===== src/rtl/rfc_pkg.sv =====
`default_nettype none

package rfc_pkg;

  // Configuration register indexes
  localparam int unsigned CFG_AW = 1;
  localparam int unsigned CFG_DW = 5;
  localparam logic [CFG_AW-1:0] REG_RAILS = 1'b0;
  localparam logic [CFG_AW-1:0] REG_DIRECTION = 1'b1;

  localparam logic DIR_ENCRYPT = 1'b0;

  typedef struct packed {
    logic [7:0] symbol;
    logic       last_in;
  } in_item_t;

  typedef struct packed {
    logic [7:0] out_symbol;
    logic       last_out;
    logic       truncated;
  } out_item_t;

  typedef enum logic [5:0] {
    ST_IDLE  = 6'b000001,
    ST_ENC   = 6'b000010,
    ST_DCLR  = 6'b000100,
    ST_DCNT  = 6'b001000,
    ST_DSUM  = 6'b010000,
    ST_DEMIT = 6'b100000
  } state_e;

  // Second stage of a rail table read-modify-write
  typedef enum logic [1:0] {
    OP_INC  = 2'd0,
    OP_PSUM = 2'd1,
    OP_NEXT = 2'd2
  } rs_op_e;

endpackage

`default_nettype wire


===== src/rtl/rail_fence_cipher.sv =====
`default_nettype none

// Rail fence permutation of a message of up to MAX_LEN bytes.
// The input channel takes one byte per request with a last marker; bytes are
// stored one per cycle, and a byte that finds the buffer full is dropped and
// flags every result of that message as truncated. Once the last byte is in,
// the input channel stalls while the permuted message is read out of the
// buffer memory, one result per byte, the final one marked last.
// Rails and direction come from the configuration port and are sampled with
// the last byte; a rail count below 2 acts as 2, above MAX_RAILS as MAX_RAILS.
// Encrypt: the buffer is read row by row, one buffer read per cycle while the
// output is not stalled, with a step past each exhausted row but the last.
// Decrypt: the rail start table (a small memory, read-modify-write through a
// second stage) is cleared, counted over the message, summed, and then
// each byte takes a rail pointer read, then a buffer read.
// A result waits in an output register while the receiver stalls; one more
// buffer read may be held behind it and later reads wait, so no result is lost.
// In decrypt the first result follows the clear, count and sum passes.
// Reset empties the buffer, sets rails to 2 and direction to encrypt.
module rail_fence_cipher #(
  parameter int unsigned MAX_LEN   = 64,
  parameter int unsigned MAX_RAILS = 16
) (
  input  wire                           clk_i,
  input  wire                           rst_ni,
  input  wire                           in_valid_i,
  output logic                          in_stall_o,
  input  rfc_pkg::in_item_t             in_data_i,
  output logic                          out_valid_o,
  input  wire                           out_stall_i,
  output rfc_pkg::out_item_t            out_data_o,
  input  wire                           cfg_we_i,
  input  wire [rfc_pkg::CFG_AW-1:0]     cfg_addr_i,
  input  wire [rfc_pkg::CFG_DW-1:0]     cfg_wdata_i
);
  import rfc_pkg::*;

  localparam int unsigned AW  = (MAX_LEN > 1) ? $clog2(MAX_LEN) : 1;
  localparam int unsigned LW  = $clog2(MAX_LEN + 1);
  localparam int unsigned RW  = (MAX_RAILS > 1) ? $clog2(MAX_RAILS) : 1;
  localparam int unsigned RCW = $clog2(MAX_RAILS + 1);
  localparam int unsigned PW  = $clog2(MAX_LEN + 2 * MAX_RAILS);

  // Configuration
  logic [CFG_DW-1:0] rails_q, rails_d;
  logic              dir_q, dir_d;

  // Message capture
  state_e            state_q, state_d;
  logic [LW-1:0]     len_q, len_d;
  logic              ovf_q, ovf_d;
  logic [LW-1:0]     n_q, n_d;
  logic [RCW-1:0]    r_q, r_d;
  logic              trunc_q, trunc_d;

  // Sequencing
  logic [RCW-1:0]    zr_q, zr_d;
  logic              zd_q, zd_d;
  logic [PW-1:0]     pos_q, pos_d;
  logic              phase_q, phase_d;
  logic [LW-1:0]     iss_q, iss_d;
  logic [RCW-1:0]    ctr_q, ctr_d;
  logic [LW-1:0]     acc_q, acc_d;

  // Rail table second stage
  logic              p1_valid_q, p1_valid_d;
  rs_op_e            p1_op_q, p1_op_d;
  logic [RW-1:0]     p1_addr_q, p1_addr_d;
  logic              p1_last_q, p1_last_d;

  // Buffer read and output register
  logic              pend_q, pend_d;
  logic              pend_last_q, pend_last_d;
  logic              pend_trunc_q, pend_trunc_d;
  logic              out_valid_q, out_valid_d;
  out_item_t         out_q, out_d;

  // Memories
  logic [7:0]        buf_mem [MAX_LEN];
  logic [7:0]        buf_rdata_q;
  logic              buf_we, buf_re;
  logic [AW-1:0]     buf_waddr, buf_raddr;
  logic [LW-1:0]     rs_mem [MAX_RAILS];
  logic [LW-1:0]     rs_rdata_q;
  logic              fwd_q;
  logic [LW-1:0]     fwd_val_q;
  logic              rs_we, rs_re;
  logic [RW-1:0]     rs_waddr, rs_raddr;
  logic [LW-1:0]     rs_wdata, rs_rd;

  logic              in_accept, room, out_free, can_issue, is_last;
  logic [RCW-1:0]    r_eff, rm1;
  logic [RCW-1:0]    zr_nxt;
  logic              zd_nxt;
  logic [PW-1:0]     cyc, d1, d2, delta;
  logic [LW-1:0]     n_m1, idx;

  assign in_stall_o  = (state_q != ST_IDLE);
  assign in_accept   = in_valid_i & ~in_stall_o;
  assign room        = (len_q < LW'(MAX_LEN));
  assign out_free    = ~out_valid_q | ~out_stall_i;
  assign can_issue   = ~pend_q | out_free;
  assign out_valid_o = out_valid_q;
  assign out_data_o  = out_q;
  assign rs_rd       = fwd_q ? fwd_val_q : rs_rdata_q;
  assign rm1         = r_q - RCW'(1);
  assign n_m1        = n_q - LW'(1);
  assign is_last     = (iss_q == n_m1);
  assign idx         = (rs_rd >= LW'(MAX_LEN)) ? LW'(MAX_LEN - 1) : rs_rd;

  always_comb begin
    if (int'(rails_q) < 2) begin
      r_eff = RCW'(2);
    end else if (int'(rails_q) > int'(MAX_RAILS)) begin
      r_eff = RCW'(MAX_RAILS);
    end else begin
      r_eff = RCW'(rails_q);
    end
  end

  // Zigzag walk: bounce between row 0 and row R-1
  always_comb begin
    if (zd_q) begin
      if (zr_q == rm1) begin
        zr_nxt = zr_q - RCW'(1);
        zd_nxt = 1'b0;
      end else begin
        zr_nxt = zr_q + RCW'(1);
        zd_nxt = 1'b1;
      end
    end else begin
      if (zr_q == '0) begin
        zr_nxt = zr_q + RCW'(1);
        zd_nxt = 1'b1;
      end else begin
        zr_nxt = zr_q - RCW'(1);
        zd_nxt = 1'b0;
      end
    end
  end

  // Encrypt row stride: alternate 2(R-1-row) and 2*row, skipping zero steps
  always_comb begin
    cyc = (PW'(r_q) - PW'(1)) << 1;
    d2  = PW'(zr_q) << 1;
    d1  = cyc - d2;
    if (!phase_q) begin
      delta = (d1 != '0) ? d1 : d2;
    end else begin
      delta = (d2 != '0) ? d2 : d1;
    end
  end

  always_comb begin
    rails_d      = rails_q;
    dir_d        = dir_q;
    state_d      = state_q;
    len_d        = len_q;
    ovf_d        = ovf_q;
    n_d          = n_q;
    r_d          = r_q;
    trunc_d      = trunc_q;
    zr_d         = zr_q;
    zd_d         = zd_q;
    pos_d        = pos_q;
    phase_d      = phase_q;
    iss_d        = iss_q;
    ctr_d        = ctr_q;
    acc_d        = acc_q;
    p1_valid_d   = p1_valid_q;
    p1_op_d      = p1_op_q;
    p1_addr_d    = p1_addr_q;
    p1_last_d    = p1_last_q;
    pend_d       = pend_q;
    pend_last_d  = pend_last_q;
    pend_trunc_d = pend_trunc_q;
    out_valid_d  = out_valid_q;
    out_d        = out_q;
    buf_we       = 1'b0;
    buf_waddr    = len_q[AW-1:0];
    buf_re       = 1'b0;
    buf_raddr    = '0;
    rs_we        = 1'b0;
    rs_waddr     = p1_addr_q;
    rs_wdata     = '0;
    rs_re        = 1'b0;
    rs_raddr     = '0;

    if (cfg_we_i) begin
      case (cfg_addr_i)
        REG_RAILS:     rails_d = cfg_wdata_i;
        REG_DIRECTION: dir_d   = cfg_wdata_i[0];
        default: ;
      endcase
    end

    // Capture bytes
    if (in_accept) begin
      buf_we = room;
      if (in_data_i.last_in) begin
        n_d     = room ? len_q + LW'(1) : len_q;
        trunc_d = ovf_q | ~room;
        r_d     = r_eff;
        len_d   = '0;
        ovf_d   = 1'b0;
        zr_d    = '0;
        zd_d    = 1'b1;
        pos_d   = '0;
        phase_d = 1'b0;
        iss_d   = '0;
        ctr_d   = '0;
        state_d = (dir_q == DIR_ENCRYPT) ? ST_ENC : ST_DCLR;
      end else begin
        len_d = room ? len_q + LW'(1) : len_q;
        ovf_d = ovf_q | ~room;
      end
    end

    // Complete the rail table access held in the second stage
    if (p1_valid_q) begin
      case (p1_op_q)
        OP_INC: begin
          rs_we      = 1'b1;
          rs_wdata   = rs_rd + LW'(1);
          p1_valid_d = 1'b0;
        end
        OP_PSUM: begin
          rs_we      = 1'b1;
          rs_wdata   = acc_q;
          acc_d      = acc_q + rs_rd;
          p1_valid_d = 1'b0;
        end
        OP_NEXT: begin
          if (can_issue) begin
            rs_we        = 1'b1;
            rs_wdata     = rs_rd + LW'(1);
            buf_re       = 1'b1;
            buf_raddr    = idx[AW-1:0];
            pend_last_d  = p1_last_q;
            pend_trunc_d = trunc_q;
            p1_valid_d   = 1'b0;
          end
        end
        default: p1_valid_d = 1'b0;
      endcase
    end

    case (state_q)
      ST_IDLE: ;
      ST_ENC: begin
        if (PW'(n_q) > pos_q) begin
          if (can_issue) begin
            buf_re       = 1'b1;
            buf_raddr    = pos_q[AW-1:0];
            pend_last_d  = is_last;
            pend_trunc_d = trunc_q;
            pos_d        = pos_q + delta;
            phase_d      = ~phase_q;
            iss_d        = iss_q + LW'(1);
            if (is_last) begin
              state_d = ST_IDLE;
            end
          end
        end else begin
          // row exhausted: start the next one
          zr_d    = zr_q + RCW'(1);
          pos_d   = PW'(zr_q) + PW'(1);
          phase_d = 1'b0;
        end
      end
      ST_DCLR: begin
        rs_we    = 1'b1;
        rs_waddr = ctr_q[RW-1:0];
        rs_wdata = '0;
        ctr_d    = ctr_q + RCW'(1);
        if (ctr_q == rm1) begin
          state_d = ST_DCNT;
        end
      end
      ST_DCNT: begin
        rs_re      = 1'b1;
        rs_raddr   = zr_q[RW-1:0];
        p1_valid_d = 1'b1;
        p1_op_d    = OP_INC;
        p1_addr_d  = zr_q[RW-1:0];
        zr_d       = zr_nxt;
        zd_d       = zd_nxt;
        iss_d      = iss_q + LW'(1);
        if (is_last) begin
          ctr_d   = '0;
          acc_d   = '0;
          state_d = ST_DSUM;
        end
      end
      ST_DSUM: begin
        rs_re      = 1'b1;
        rs_raddr   = ctr_q[RW-1:0];
        p1_valid_d = 1'b1;
        p1_op_d    = OP_PSUM;
        p1_addr_d  = ctr_q[RW-1:0];
        ctr_d      = ctr_q + RCW'(1);
        if (ctr_q == rm1) begin
          zr_d    = '0;
          zd_d    = 1'b1;
          iss_d   = '0;
          state_d = ST_DEMIT;
        end
      end
      ST_DEMIT: begin
        if (!p1_valid_q) begin
          if (iss_q != n_q) begin
            rs_re      = 1'b1;
            rs_raddr   = zr_q[RW-1:0];
            p1_valid_d = 1'b1;
            p1_op_d    = OP_NEXT;
            p1_addr_d  = zr_q[RW-1:0];
            p1_last_d  = is_last;
            zr_d       = zr_nxt;
            zd_d       = zd_nxt;
            iss_d      = iss_q + LW'(1);
          end else begin
            state_d = ST_IDLE;
          end
        end
      end
      default: state_d = ST_IDLE;
    endcase

    // Output register: take the buffer data when the slot frees up
    if (pend_q && out_free) begin
      out_valid_d        = 1'b1;
      out_d.out_symbol   = buf_rdata_q;
      out_d.last_out     = pend_last_q;
      out_d.truncated    = pend_trunc_q;
      pend_d             = 1'b0;
    end else if (!out_stall_i) begin
      out_valid_d = 1'b0;
    end
    if (buf_re) begin
      pend_d = 1'b1;
    end
  end

  always_ff @(posedge clk_i or negedge rst_ni) begin
    if (!rst_ni) begin
      rails_q     <= CFG_DW'(2);
      dir_q       <= DIR_ENCRYPT;
      state_q     <= ST_IDLE;
      len_q       <= '0;
      ovf_q       <= 1'b0;
      p1_valid_q  <= 1'b0;
      pend_q      <= 1'b0;
      out_valid_q <= 1'b0;
      fwd_q       <= 1'b0;
    end else begin
      rails_q     <= rails_d;
      dir_q       <= dir_d;
      state_q     <= state_d;
      len_q       <= len_d;
      ovf_q       <= ovf_d;
      p1_valid_q  <= p1_valid_d;
      pend_q      <= pend_d;
      out_valid_q <= out_valid_d;
      if (rs_re) begin
        fwd_q <= rs_we && (rs_waddr == rs_raddr);
      end
    end
  end

  always_ff @(posedge clk_i) begin
    n_q          <= n_d;
    r_q          <= r_d;
    trunc_q      <= trunc_d;
    zr_q         <= zr_d;
    zd_q         <= zd_d;
    pos_q        <= pos_d;
    phase_q      <= phase_d;
    iss_q        <= iss_d;
    ctr_q        <= ctr_d;
    acc_q        <= acc_d;
    p1_op_q      <= p1_op_d;
    p1_addr_q    <= p1_addr_d;
    p1_last_q    <= p1_last_d;
    pend_last_q  <= pend_last_d;
    pend_trunc_q <= pend_trunc_d;
    out_q        <= out_d;
    if (rs_re) begin
      fwd_val_q <= rs_wdata;
    end
  end

  // Message buffer
  always_ff @(posedge clk_i) begin
    if (buf_we) begin
      buf_mem[buf_waddr] <= in_data_i.symbol;
    end
    if (buf_re) begin
      buf_rdata_q <= buf_mem[buf_raddr];
    end
  end

  // Rail count / start table
  always_ff @(posedge clk_i) begin
    if (rs_we) begin
      rs_mem[rs_waddr] <= rs_wdata;
    end
    if (rs_re) begin
      rs_rdata_q <= rs_mem[rs_raddr];
    end
  end

endmodule

`default_nettype wire

===== config.mk =====
export PLATFORM = sky130hd
export DESIGN_NAME = rail_fence_cipher
export DESIGN_NICKNAME = d
export VERILOG_FILES = /design/src/rtl/rfc_pkg.sv /design/src/rtl/rail_fence_cipher.sv
export SDC_FILE = /design/constraint.sdc
export NUM_CORES = 1
export LEC_CHECK = 0
export BUFFER_PORTS_ARGS = -buffer_cell sky130_fd_sc_hd__buf_2
export CAP_MARGIN = 20
export CORE_AREA = 2 2 220 222
export CTS_CLUSTER_SIZE = 24
export DETAILED_ROUTE_END_ITERATION = 6
export DIE_AREA = 0 0 222 224
export GPL_ROUTABILITY_DRIVEN = 0
export PLACE_DENSITY = 0.85
export SLEW_MARGIN = 30
export SYNTH_ARGS = -nofsm -noshare
export SYNTH_HDL_FRONTEND = slang
export SYNTH_SLANG_ARGS = --single-unit

===== constraint.sdc =====
create_clock -name clk_i -period 12.06 [get_ports clk_i]
set_input_delay 2.412 -clock clk_i [delete_from_list [all_inputs] [get_ports clk_i]]
set_output_delay 2.412 -clock clk_i [all_outputs]
set_load 0.03 [all_outputs]

==> metrics.cfg <==
[timing]
setup_violations=0
timing.fmax_ghz=0.165
clock_skew_ns=0.0278
worst_pin_slew_ns=1.08
rsz0062_at_grt=no
finalCritPeriodShare_pct=50.1
min_period_ns=6.05
maxSlewHeadroom_pct=27.6
slew_violations=0
fin_tns_setup_ns=0
hold_violations=0

[cts]
post_cts_buffers=0
clk_latency_ns=0.62
clk_pin_slew_ns=0.06
cts_made_buffers=71
clock-root-buffer=clkbuf_16
clock_path_buffers=3
cts_tree=done
cts_resized=0
numClockSinks=735
hold_buffers=0
cts_max_level=3

[synth]
synth_top_area_share_pct=64.0
synth_fp_nets=2320
synth.avg_cell_area_sq_um=14.0
synthTopCellsByCount=677 x edfxtp_1, 277 x nand2_1, 152 x nor2_1
synthTopCellsByArea=edfxtp_1 64%, nand2_1 3.3%, a211oi_1 2.2%
synth_top_area_cell=edfxtp_1
synth.distinct_cells=87
synthArstFlopShare_pct=3.27
synth-seq-cells=735
synth_area_sq_mm=0.0318
synth_flop_cell=edfxtp_1
synth_warnings=0
synthCells=2265
yosysMostFrequentCell=edfxtp_1
synth_edf_count=677
yosysSeqAreaShare_pct=68.0

[setup_path]
critical_path_buf_inv_count=3
cp_top_family=simple AND/OR/NAND/NOR gates
start_kind=primary input
worstPathMaxFanout=97
max_stage_delay_ns=0.86
critical_path.cell_chain=buf_2 -> nand3_1 -> buf_4 -> nand2_1 -> or4_2 -> buf_4 -> nand2_8 -> nand2_1 -> a311o_1 -> nor4bb_1 -> nor4_1
r2r_cells=13
critPathCaptureType=flip-flop
critical_path_depth=11
crit_type=primary input to flip-flop
critPathRequiredTime_ns=12.38
worstPathArrival_ns=6.37
crit_path_top_delay_cell=nor4bb_1

[floorplanning]
start_util_pct=67.1
io_pins=32
std_cell_rows=80
fp.dieW_um=222
dieArea_sq_mm=0.0497
core-area_sq_mm=0.0473
dieHeight_um=224

[finish]
multi_input_comb_area_sq_mm=0.00948
fillers=2740
stdcell_count=2921
layout.nets=2312
regArea_sq_mm=0.0216
diodes=0
drive_above_1_share_pct=11.4
area_growth_pct=8.57

[pwr]
power.total_mw=5.78
p_per_area_mw_per_mm2=167
vdd_drop_max_uv=156
p_leak_nw=11.2

[run_status]
status=completed

[detailed_routing]
drtAntennaViolNets=0
viasPerCell=7.09
drt-initial-drc-count=3393
drt-total-wl_mm=77.6
drc=0
vias=20700
wire_per_inst_um=26.6
dr.pass1.iters=6

[grt]
grt_max_degree=108
grt_pass1_vias=20200
antenna_found_initial=2
overflow=0
grt_pass1_wl_mm=119
grt_util_all_layers_pct=31.6

[place]
dpl.cell_count=2798
port_buffers=31
dp_hpwl_mm=48.0

[flow_run]
drv_cap=0

[worst_hold_path]
holdPathStages=0
hp-class=flip-flop to flip-flop

-- routing by layer --
layer / track usage (%) / vias to the layer above / wire length, um
met4: 14.1 / 4 / 3330
met2: 49.7 / 1511 / 36700
met1: 42.8 / 10100 / 28800
li1: - / 8802 / -
met3: 7.29 / 272 / 8850
met5: 0 / - / 26
-- kinds of logic after synthesis --
| family | synth area share [%] |
|---|---|
| mux | 5.21 |
| fa+ha+maj | 1.45 |
| buf+inv | 2.64 |
| flops | 68.0 |
| simple gates | 9.02 |
| compound gates | 12.3 |
| xor+xnor | 1.37 |
-- final timing paths --
kind	slack [ns]	to	from
max in group asynchronous	9.81	state_q[2]	rst_ni
worst max register to register	6.80	buf_rdata_q[6]	pos_q[5]
min in group asynchronous	1.83	p1_valid_q	rst_ni
worst min-delay path	0.42	out_data_o[0]	pend_trunc_q
worst min register to register	0.42	out_data_o[0]	pend_trunc_q
worst max-delay path	6.01	buf_rdata_q[5]	out_stall_i
-- sequential cells by signal, indices dropped and copies added, names as in the netlist, 6 cells and up --
| register | count |
|---|---|
| acc_q | 7 |
| buf_mem | 512 |
| buf_rdata_q | 8 |
| fwd_val_q | 7 |
| iss_q | 7 |
| len_q | 7 |
| n_q | 7 |
| out_data_o | 10 |
| pos_q | 7 |
| rs_mem | 112 |
| rs_rdata_q | 7 |
| state_q | 6 |
-- area by class of cell --
cell class | count | share of cell area (%)
Multi-Input combinational cell | 1357 | 27.5
Clock buffer | 99 | 5.70
Sequential cell | 735 | 62.7
Timing Repair Buffer | 55 | 1.04
Clock inverter | 23 | 0.472
Tap cell | 615 | 2.23
Inverter | 37 | 0.403
-- cells in the final DEF (no fill, tap or decap), types with 49 or more instances in the layout --
cell	count
a211oi_1	94
o21ai_0	62
a21oi_1	51
edfxtp_1	677
a311oi_1	64
a21boi_0	49
mux2i_1	70
clkbuf_16	75
nor2_1	129
nand2_1	277
-- stage by stage --
stage	hold WS (ns)	area, sq um	setup slack, ns	util [%]
after global placement	0.419	32300	5.52	68.1
after floorplan	0.400	31800	7.22	-
after detailed placement	0.414	32300	5.35	68.2
after CTS	0.427	34400	5.93	72.7
after global routing	0.440	34500	5.80	72.9
final	0.423	34500	6.01	72.9
-- power breakdown --
group | switching (mW) | internal (mW) | total (mW)
clock | 0.915 | 1.16 | 2.08
combinational | 0.505 | 0.243 | 0.748
sequential | 0.0881 | 2.86 | 2.95
total | 1.51 | 4.27 | 5.78
(Power assumes the default switching activity.)
